### src/rtl/mpq_pkg.sv
// Package for the minimum priority queue: widths, default depth, codes and
// the entry and command types that the top level and its cells share.
// No dependencies.
`timescale 1ns / 1ps

package mpq_pkg;

	// Default number of cells in the chain.
	localparam int QUEUE_DEPTH_DEF = 16;

	// Fixed field widths.
	localparam int DATA_W = 32;
	localparam int PRIO_W = 16;

	// Operation codes carried on the action field.
	localparam logic ACTION_PUSH = 1'b0;
	localparam logic ACTION_POP  = 1'b1;

	// Result status codes.
	typedef enum logic [1:0] {
		STATUS_OK    = 2'd0,
		STATUS_EMPTY = 2'd1,
		STATUS_FULL  = 2'd2
	} status_t;

	// One stored entry.
	typedef struct packed {
		logic [DATA_W-1:0]        data;
		logic signed [PRIO_W-1:0] prio;
	} entry_t;

	// Command broadcast to every cell in the cycle that a transaction is accepted.
	typedef struct packed {
		logic   push;
		logic   pop;
		entry_t item;
	} cell_cmd_t;

endpackage

### src/rtl/mpq_cell.sv
// One cell of the sorted chain: holds an entry and its arrival age.
// Depends on mpq_pkg for the entry and command types.
`timescale 1ns / 1ps

module mpq_cell #(
	parameter int AGE_W = $clog2(mpq_pkg::QUEUE_DEPTH_DEF)
) (
	input  logic                  clk,
	input  mpq_pkg::cell_cmd_t    cmd,
	input  logic [AGE_W-1:0]      new_age,
	input  logic [AGE_W-1:0]      removed_age,
	input  logic                  valid,
	input  logic                  tail,
	input  logic                  left_gt,
	input  mpq_pkg::entry_t       left_entry,
	input  logic [AGE_W-1:0]      left_age,
	input  mpq_pkg::entry_t       right_entry,
	input  logic [AGE_W-1:0]      right_age,
	output mpq_pkg::entry_t       entry,
	output logic [AGE_W-1:0]      age,
	output logic                  gt
);

	mpq_pkg::entry_t  entry_q;
	logic [AGE_W-1:0] age_q;
	logic [AGE_W-1:0] right_age_adj;

	// A held entry yields its place to a new one of strictly smaller priority,
	// so equal priorities stay in arrival order.
	assign gt = valid && (cmd.item.prio < entry_q.prio);

	// Ages above the removed one close up by one.
	assign right_age_adj = (right_age > removed_age) ? right_age - 1'b1 : right_age;

	// Push shifts the larger entries right; pop shifts everything left.
	always_ff @(posedge clk) begin
		if (cmd.push) begin
			if (left_gt) begin
				entry_q <= left_entry;
				age_q   <= left_age;
			end else if (gt || tail) begin
				entry_q <= cmd.item;
				age_q   <= new_age;
			end
		end else if (cmd.pop) begin
			entry_q <= right_entry;
			age_q   <= right_age_adj;
		end
	end

	assign entry = entry_q;
	assign age   = age_q;

endmodule

### src/rtl/min_priority_queue.sv
// Top level of the minimum priority queue: control, count and the cell chain.
// Depends on mpq_pkg and mpq_cell.
//
// Usage: an input transaction carries action, data_in and priority_in. A push
// stores the word with its signed priority; a pop removes the entry with the
// smallest priority, the oldest of equals, and returns its data. Every input
// transaction gives exactly one output transaction with the popped data, a
// status (ok, pop on empty, push on full), the count held afterwards, an
// empty flag and the data of the oldest entry held.
// The cells keep entries sorted by priority and tag each with its arrival age,
// so the minimum always sits in the first cell and the oldest entry is the
// one whose age is zero.
// The chain and the staging register load in the accepting cycle, and the
// result register loads from the one-deep staging register once the output is
// free; no new input transaction is taken until the staged one has moved on.
// A finished result may wait on out_stall while the next item is taken; the
// input then stalls until the output register frees.
// Reset empties the queue at once; cell contents are not cleared.
`timescale 1ns / 1ps

module min_priority_queue #(
	parameter int QUEUE_DEPTH = mpq_pkg::QUEUE_DEPTH_DEF,
	localparam int AGE_W = $clog2(QUEUE_DEPTH),
	localparam int CNT_W = $clog2(QUEUE_DEPTH + 1)
) (
	input  logic                              clk,
	input  logic                              arst_n,
	input  logic                              in_valid,
	output logic                              in_stall,
	input  logic                              action,
	input  logic [mpq_pkg::DATA_W-1:0]        data_in,
	input  logic signed [mpq_pkg::PRIO_W-1:0] priority_in,
	output logic                              out_valid,
	input  logic                              out_stall,
	output logic [mpq_pkg::DATA_W-1:0]        data_out,
	output logic [1:0]                        status,
	output logic [CNT_W-1:0]                  entry_count,
	output logic                              queue_empty,
	output logic [mpq_pkg::DATA_W-1:0]        oldest_data
);

	logic                       accept;
	logic                       advance;
	logic                       is_pop;
	logic                       is_full;
	logic                       is_empty;
	mpq_pkg::status_t           status_next;
	mpq_pkg::cell_cmd_t         cmd;
	logic [CNT_W-1:0]           held_count_q;
	logic                       pend_q;
	mpq_pkg::status_t           pend_status_q;
	logic [mpq_pkg::DATA_W-1:0] pend_data_q;
	logic                       out_valid_q;
	mpq_pkg::status_t           out_status_q;
	logic [mpq_pkg::DATA_W-1:0] out_data_q;
	logic [CNT_W-1:0]           out_count_q;
	logic [mpq_pkg::DATA_W-1:0] out_oldest_q;
	logic [mpq_pkg::DATA_W-1:0] oldest_sel;

	mpq_pkg::entry_t            cell_entry [QUEUE_DEPTH];
	logic [AGE_W-1:0]           cell_age   [QUEUE_DEPTH];
	logic [QUEUE_DEPTH-1:0]     cell_gt;
	logic [QUEUE_DEPTH-1:0]     cell_valid;
	logic [QUEUE_DEPTH-1:0]     cell_tail;

	// Handshake and decode of the incoming transaction.
	assign in_stall = pend_q;
	assign accept   = in_valid && !pend_q;
	assign advance  = pend_q && (!out_valid_q || !out_stall);
	assign is_pop   = (action == mpq_pkg::ACTION_POP);
	assign is_full  = (held_count_q == CNT_W'(QUEUE_DEPTH));
	assign is_empty = (held_count_q == '0);

	always_comb begin
		if (is_pop && is_empty) begin
			status_next = mpq_pkg::STATUS_EMPTY;
		end else if (!is_pop && is_full) begin
			status_next = mpq_pkg::STATUS_FULL;
		end else begin
			status_next = mpq_pkg::STATUS_OK;
		end
	end

	// Command broadcast to the chain; only a successful operation moves cells.
	assign cmd.push      = accept && !is_pop && !is_full;
	assign cmd.pop       = accept && is_pop && !is_empty;
	assign cmd.item.data = data_in;
	assign cmd.item.prio = priority_in;

	// The chain of cells.
	for (genvar i = 0; i < QUEUE_DEPTH; i++) begin : g_cell
		localparam int L = (i == 0) ? 0 : i - 1;
		localparam int R = (i == QUEUE_DEPTH - 1) ? i : i + 1;

		assign cell_valid[i] = (held_count_q > CNT_W'(i));
		assign cell_tail[i]  = (held_count_q == CNT_W'(i));

		mpq_cell #(
			.AGE_W(AGE_W)
		) u_cell (
			.clk         (clk),
			.cmd         (cmd),
			.new_age     (held_count_q[AGE_W-1:0]),
			.removed_age (cell_age[0]),
			.valid       (cell_valid[i]),
			.tail        (cell_tail[i]),
			.left_gt     ((i == 0) ? 1'b0 : cell_gt[L]),
			.left_entry  (cell_entry[L]),
			.left_age    (cell_age[L]),
			.right_entry (cell_entry[R]),
			.right_age   (cell_age[R]),
			.entry       (cell_entry[i]),
			.age         (cell_age[i]),
			.gt          (cell_gt[i])
		);
	end

	// Pick the data of the held entry whose age is zero.
	always_comb begin
		oldest_sel = '0;
		for (int i = 0; i < QUEUE_DEPTH; i++) begin
			if (cell_valid[i] && (cell_age[i] == '0)) begin
				oldest_sel = oldest_sel | cell_entry[i].data;
			end
		end
	end

	// Fill count and control registers.
	always_ff @(posedge clk or negedge arst_n) begin
		if (!arst_n) begin
			held_count_q <= '0;
			pend_q       <= 1'b0;
			out_valid_q  <= 1'b0;
		end else begin
			if (cmd.push) begin
				held_count_q <= held_count_q + 1'b1;
			end else if (cmd.pop) begin
				held_count_q <= held_count_q - 1'b1;
			end
			if (accept) begin
				pend_q <= 1'b1;
			end else if (advance) begin
				pend_q <= 1'b0;
			end
			if (advance) begin
				out_valid_q <= 1'b1;
			end else if (!out_stall) begin
				out_valid_q <= 1'b0;
			end
		end
	end

	// Staging and output payload registers.
	always_ff @(posedge clk) begin
		if (accept) begin
			pend_status_q <= status_next;
			pend_data_q   <= cmd.pop ? cell_entry[0].data : '0;
		end
		if (advance) begin
			out_status_q <= pend_status_q;
			out_data_q   <= pend_data_q;
			out_count_q  <= held_count_q;
			out_oldest_q <= oldest_sel;
		end
	end

	assign out_valid   = out_valid_q;
	assign data_out    = out_data_q;
	assign status      = out_status_q;
	assign entry_count = out_count_q;
	assign queue_empty = (out_count_q == '0);
	assign oldest_data = out_oldest_q;

endmodule

### config.mk
export PLATFORM = sky130hd
export DESIGN_NAME = min_priority_queue
export DESIGN_NICKNAME = d
export VERILOG_FILES = /design/src/rtl/mpq_pkg.sv /design/src/rtl/mpq_cell.sv /design/src/rtl/min_priority_queue.sv
export SDC_FILE = /design/constraint.sdc
export NUM_CORES = 2
export LEC_CHECK = 0
export BUFFER_PORTS_ARGS = -buffer_cell sky130_fd_sc_hd__buf_2
export CORE_ASPECT_RATIO = 1.25
export CORE_MARGIN = 2
export CORE_UTILIZATION = 35
export CTS_BUF_LIST = sky130_fd_sc_hd__clkbuf_4
export DETAILED_ROUTE_END_ITERATION = 6
export SLEW_MARGIN = 20
export SYNTH_ARGS = -nofsm -noshare
export SYNTH_HDL_FRONTEND = slang
export SYNTH_SLANG_ARGS = --single-unit
### constraint.sdc
create_clock -name clk -period 11.8 [get_ports clk]
set_clock_uncertainty 0.15 [all_clocks]
set_input_delay 2.36 -clock clk [delete_from_list [all_inputs] [get_ports clk]]
set_output_delay 2.36 -clock clk [all_outputs]
set_load 0.02 [all_outputs]
# Word-level counts from Yosys, hierarchy flattened
# Index checks and enable logic that the tools add are counted.
[word_totals]
reg_bits = 944
wordCells = 431
inputBits = 53
[classes]
addsub = 17
n_lt_le_gt_ge = 47
n_reduce_logical = 101
n_eq_ne = 33
n_mux = 161
n_bitwise = 15
[op_table]
columns = ["cell", "count"]
rows = [
  ["48-bit 2-to-1 mux", 61],
  ["32-bit 2-to-1 mux", 16],
  ["32-bit OR", 15],
  ["4-bit 2-to-1 mux", 77],
  ["16-bit less-than comparator", 16],
  ["4-bit zero test", 16],
  ["4-bit > comparator", 15],
  ["4-bit by 1-bit subtractor with 4-bit output (second input constant)", 15],
  ["3-bit by 1-bit != test with 1-bit output (second input constant)", 15],
  ["5-bit by 4-bit == test with 1-bit output (second input constant)", 8],
  ["5-bit by 4-bit > comparator with 1-bit output (second input constant)", 8],
  ["1-bit logical AND", 40],
  ["2-bit AND reduction", 17],
  ["5-bit by 3-bit == test with 1-bit output (second input constant)", 4],
  ["5-bit by 3-bit > comparator with 1-bit output (second input constant)", 4],
  ["1-bit logical OR", 17],
  ["5-bit by 2-bit == test with 1-bit output (second input constant)", 2],
  ["5-bit by 1-bit > comparator with 1-bit output (second input constant)", 2],
  ["5-bit by 2-bit > comparator with 1-bit output (second input constant)", 2],
  ["5-bit zero test", 2],
  ["5-bit 2-to-1 mux", 2],
  ["1-bit zero test", 6],
  ["2-bit nonzero test", 3],
  ["5-bit by 1-bit adder with 5-bit output (second input constant)", 1],
  ["other kinds (6)", 10],
]

# Longest topological paths before layout
[logic_depth]
ltp_word = 33
ltp_mapped = 12
mapped_depth_nobuf = 9

# Hierarchy
# From an unflattened synthesis, not the netlist that was laid out.
[unflattened]
cells_unflattened = 5814
hier_area_um2 = 60132.7
[by_module_without_submodules]
columns = ["module", "seq_area_each_um2", "area_each_um2", "cells_each", "n_inst"]
rows = [
  ["mpq_cell at g_cell[13].u_cell ...", 1561.5, 3295.7, 320, 12],
  ["mpq_cell at g_cell[0].u_cell ...", 1561.5, 3251.9, 307, 4],
  ["min_priority_queue", 3328.2, 7577.3, 746, 1],
]

# Worst setup path after synthesis
# No wires, ideal clock.
[synth_timing]
path_kind = "input to register"
startpoint = "input port out_stall"
endpoint = "register out_data_q (netlist bit data_out[0]), enable pin"
arrival_time_ps = 7530
path_buffers = 0
cell_stages = 1
setup_slack_ps = 3512
setup_time_ps = 608
required_time_ps = 11042
cell_sequence = "a21boi_0"
[synth_between]
elab_chain_cells = 3
[synth_rtl]
columns = ["element", "line", "text"]
rows = [
  ["start: declaration", "min_priority_queue.sv:34", "input logic out_stall,"],
  ["1-bit zero test", "-", ""],
  ["1-bit logical OR", "min_priority_queue.sv:69", "assign advance = pend_q && (!out_valid_q || !out_stall);"],
  ["1-bit logical AND", "min_priority_queue.sv:69", ""],
  ["end signal: assignment", "min_priority_queue.sv:161", "out_data_q <= pend_data_q;"],
  ["end: declaration", "min_priority_queue.sv:55", "logic [mpq_pkg::DATA_W-1:0] out_data_q;"],
]
# No other way between the ends.
# A chain may end at the register's enable or synchronous reset.

# Worst setup path after layout
[layout_timing]
startpoint = "input port priority_in[2] in the netlist's numbering"
endpoint = "register g_cell[4].u_cell.entry_q (netlist bit g_cell[4].u_cell.entry[36]), enable pin"
[layout_between]
elab_chain_cells = 5
word_cells_on_any_way = 7
cone_classes = "order compare (2); eq/ne (1); reduce/logical (4)"
[layout_rtl]
columns = ["element", "line", "text"]
rows = [
  ["start: declaration", "min_priority_queue.sv:32", "input logic signed [mpq_pkg::PRIO_W-1:0] priority_in,"],
  ["16-bit less-than comparator", "mpq_cell.sv:30", "assign gt = valid && (cmd.item.prio < entry_q.prio);"],
  ["1-bit logical AND", "mpq_cell.sv:30", ""],
  ["1-bit logical OR", "mpq_cell.sv:41", "end else if (gt || tail) begin"],
  ["3-bit by 1-bit != test with 1-bit output (no line) *", "-", ""],
  ["2-bit AND reduction (no line) *", "-", ""],
  ["end signal: assignment", "mpq_cell.sv:39", "entry_q <= left_entry;"],
  ["end signal: assignment", "mpq_cell.sv:42", "entry_q <= cmd.item;"],
  ["end signal: assignment", "mpq_cell.sv:46", "entry_q <= right_entry;"],
  ["end: declaration", "mpq_cell.sv:24", "mpq_pkg::entry_t entry_q;"],
]
# Every way passes the cells marked *; elsewhere a longest branch is shown, timed or not.

==> out/results.env <==
CTS_MAX_PATH_BUFFERS=4
VDD_DROP_MAX_V=0.000183
PLACED_AREA_MM2=0.0583
DIE-AREA_MM2=0.163
START_UTIL=0.353
YS_ASYNC_SR_FRACTION=0.00742
SYNTHESIZED_FLOP_AND_LATCH_TOTAL=944
YOSYS_WARNINGS=0
CLOCK_POWER_SHARE=0.245
SETUP.WORST_PATH.CLASS='input pin to register'
MAX_SLEW_MARGIN=0.143
TRITONCTS='done'
CRITICAL_PATH_SINK_TYPE='register'
POWER.DENSITY_mW_PER_MM2=208
SYN_AVG_CELL_AREA_UM2=10.7
TIMING.HOLD.WORST_ENDPOINT='data_out[29]'
CLK_TRANSITION_REPORTED_PATHS_NS=0.06
NUMBER_OF_MAX_CAPACITANCE_VIOLATIONS_REPORTED=0
HOLDCRITPATHCLASS='register to register'
ROUTEDWLPERCELL_UM=27.2
NUM_VIAS=46800
FINAL_NETS=5692
POWER.SHARE.SWITCHING=0.408
PROPORTION_OF_LAYOUT_CELLS_WITH_A_DRIVE_SUFFIX_ABOVE_1=0.133
SYNTH_ENABLE_FLOP_CELLS=937
TIMING.CRITICAL_PATH.ARRIVAL_NS=6.78
NUMBER_OF_DESIGN_RULE_VIOLATIONS_LEFT_AFTER_DETAIL_ROUTING=7
FINALHOLDVIOLATIONS=0
TIMING.HOLD.WS_NS=0.259
SHARE_OF_TOTAL_POWER_IN_COMBINATIONAL_LOGIC=0.358
WORST-R2R-CELL-COUNT=9
MAX_FREQ_MHz=164
ANT_NETS=0
SYNTH_TOP_CELL_AREA_SHARE=0.504
HOLD_BUFFERS=0
FINAL_UTIL=0.391
TIMING.FINAL.CRIT_SHARE=0.517
GR-TOTAL-OVERFLOW=0
SYNTH_NETS=5626
REGTOREGSTARTPOINT='held_count_q[0]'
PORTBUFFERS=126
UNREPAIRED_SETUP_ENDPOINTS_AFTER_GLOBAL_ROUTING='false'
CTS_ROOT_BUFFER='sky130_fd_sc_hd__clkbuf_4'
DIE_X_UM=361
GRT_PASS1_WL_UM=300000
SYNTH_LARGEST_AREA_CELL='sky130_fd_sc_hd__edfxtp_1'
ROUTABILITYCONGESTION=0.894
TIMING.FINAL.MAX_SLEW_VIOLATIONS=0
POSTSYNTHCELLCOUNT=5237
CORE.ROWCOUNT=163
CHIPHEIGHT_UM=450
CELLINTERNALPOWER_uW=7610
P_SEQ_FRAC=0.397
DRTPASS1ITERATIONS=7
CTS.REPAIR.RESIZED=0
NUM-FILL-CELLS=15300
POWER.STATIC_LEAKAGE_uW=0.0240
CRITICAL_PATH.REG2REG.ENDPOINT='g_cell[0].u_cell.entry[35]'
VIA_COUNT_OF_THE_FIRST_GLOBAL_ROUTING_PASS=45600
ROUTED_VIA_DENSITY=6.19
FINALSETUPTNS_NS=0
FF2FF_SETUP_SLACK_NS=6.60
NETLIST-CELL-TYPE-COUNT=75
CRITPATHMAXFANOUT=44
DP_HPWL_UM=122000
REPORT.FINAL.SETUP_VIOL=0
HP-START='pend_data_q[29]'
SYNTH_AREA_MM2=0.0558
SYNTH-MAIN-FF-CELL='sky130_fd_sc_hd__edfxtp_1'
CTS_SINKS=944
TIMING.FINAL.CRIT_PERIOD_NS=6.10
DETAIL_ROUTE.ITER0.VIOLATIONS=6209
DESIGN.CORE.AREA_MM2=0.158
TIMING_WORST_SLEW_PIN_VALUE_NS=1.29
NETSWITCHINGPOWER_uW=5240
CTS-BUFFERS-INSERTED=288
TOP_LEVEL_I_O_COUNT=127
INITIAL_ANTENNA_VIOLATION_COUNT=23
POST-ROUTE-CELL-AREA_MM2=0.0618
SYNTH-SEQ-AREA-SHARE=0.507
GRT_USE_TOTAL=0.245
CLK_LATENCY_NS=1.25
TIMING.CRITICAL_PATH.REQUIRED_NS=12.48
POST_SYNTH_MAIN_AREA_CONTRIBUTORS='sky130_fd_sc_hd__edfxtp_1, sky130_fd_sc_hd__ha_1, sky130_fd_sc_hd__nand2_1'
CTS_HTREE_LEVELS=5
POSTCTSSETUPREPAIRBUFS=0
DRT_WL_TOTAL_UM=205000
SYNTHTOLAYOUTAREAGROWTH_PCT=10.7
OUTCOME='finished, violations left'
WORST_SETUP_PATH_START_KIND='input pin'
GRT_START_MAX_NET_PINS=249
WHS_PATH_DEPTH=0
FAILED_CHECKS='DRC'
placed cells by master, fill, tap and decap left out, drive strengths merged, types with 132 or more instances in the layout:
cell type | netlist | layout
a21oi | 132 | 132
a221o | 139 | 139
buf | 174 | 206
clkbuf | 256 | 398
edfxtp | 937 | 937
ha | 336 | 336
inv | 296 | 301
mux2i | 218 | 218
nand2 | 698 | 698
nand3 | 384 | 384
nor3 | 180 | 180
o211ai | 287 | 287
o21ai | 253 | 253
synth_stat cells (35+ instances only):
cell / n
sky130_fd_sc_hd__a211oi_1: 38
sky130_fd_sc_hd__a21o_1: 45
sky130_fd_sc_hd__a21oi_1: 132
sky130_fd_sc_hd__a221o_1: 139
sky130_fd_sc_hd__a221oi_1: 58
sky130_fd_sc_hd__a222oi_1: 78
sky130_fd_sc_hd__a22oi_1: 114
sky130_fd_sc_hd__and2_1: 56
sky130_fd_sc_hd__buf_1: 39
sky130_fd_sc_hd__buf_2: 109
sky130_fd_sc_hd__clkbuf_1: 256
sky130_fd_sc_hd__edfxtp_1: 937
sky130_fd_sc_hd__ha_1: 336
sky130_fd_sc_hd__inv_1: 295
sky130_fd_sc_hd__mux2_2: 40
sky130_fd_sc_hd__mux2i_1: 215
sky130_fd_sc_hd__nand2_1: 698
sky130_fd_sc_hd__nand3_1: 384
sky130_fd_sc_hd__nand4_1: 55
sky130_fd_sc_hd__nor2_1: 105
sky130_fd_sc_hd__nor3_1: 178
sky130_fd_sc_hd__o211ai_1: 286
sky130_fd_sc_hd__o21a_1: 42
sky130_fd_sc_hd__o21ai_0: 218
sky130_fd_sc_hd__o21ai_1: 35
sky130_fd_sc_hd__o221ai_1: 57
sky130_fd_sc_hd__xnor2_1: 46
metal layers:
metal,vias up,GRT usage,wire (um)
met5,-,0,46
met4,8,0.129,10600
met3,618,0.0456,20300
met2,2801,0.400,96800
met1,22900,0.307,77400
li1,20400,-,-
through the flow:
step                setup slack (ns)  instances  power, uW
global route                    5.68       7548      13400
detailed placement              4.47       7073       9650
CTS                             5.76       7538      12800
floorplan                       3.51       5237       7910
global placement                4.52       7073       9550
finish                          5.70       7554      12800
final cells by class:
class                   instances  area, um2  area share
diodes                         14       35.0    0.000567
clock buffers                 398       2990      0.0484
clock inverters                67        360     0.00583
inverters                     296       1110      0.0180
multi-input cells            3567      25000       0.405
flip-flops and latches        944      28300       0.458
well taps                    2062       2580      0.0418
repair buffers                206       1350      0.0219
registers in the layout, indices dropped and copies added (netlist names), 5 cells and up:
| name | count |
|---|---|
| data_out | 32 |
| entry_count | 5 |
| g_cell.u_cell.age | 64 |
| g_cell.u_cell.entry | 768 |
| held_count_q | 5 |
| oldest_data | 32 |
| pend_data_q | 32 |
worst max path at each step:
stage	cells after the start	to	start
finish	9	g_cell[4].u_cell.entry[36]	priority_in[2]
global route	9	g_cell[4].u_cell.entry[36]	priority_in[2]
CTS	10	g_cell[11].u_cell.entry[42]	priority_in[13]
detailed placement	10	g_cell[11].u_cell.entry[6]	priority_in[13]
global placement	10	g_cell[11].u_cell.entry[6]	priority_in[13]
floorplan	1	data_out[0]	out_stall
kinds of logic (layout without fill, tap and decap cells):
kind of cell               count (synthesis)  in the layout  synth area share
xor gates and xnor gates                  54             54           0.00848
other                                      0             14                 0
AOI/OAI and AO/OA                       1337           1337             0.176
and+or+nand+nor                         1580           1580             0.131
adders and majority gates                336            336            0.0753
buffers and inverters                    726            967            0.0533
DFF                                      944            944             0.507
muxes                                    260            260            0.0479
critical path, stage by stage:
cell and delay (ns):
sky130_fd_sc_hd__buf_2 0.50, sky130_fd_sc_hd__ha_1 0.36, sky130_fd_sc_hd__a21o_1 0.16, sky130_fd_sc_hd__a21oi_1 0.33, sky130_fd_sc_hd__a2111oi_2 0.14, sky130_fd_sc_hd__nor4b_2 0.44, sky130_fd_sc_hd__mux2_4 0.64, sky130_fd_sc_hd__a31oi_4 1.01
sky130_fd_sc_hd__buf_4 0.76
power by group through the flow:
stage / combinational [uW] / clock (uW) / sequential [uW]
after floorplan: 2880 / 0 / 5030
after global placement: 4400 / 0 / 5150
after detailed placement: 4500 / 0 / 5150
after CTS: 4510 / 3200 / 5090
after global routing: 4870 / 3370 / 5150
final: 4600 / 3150 / 5090
No activity file was read; power rests on OpenSTA's default activity.
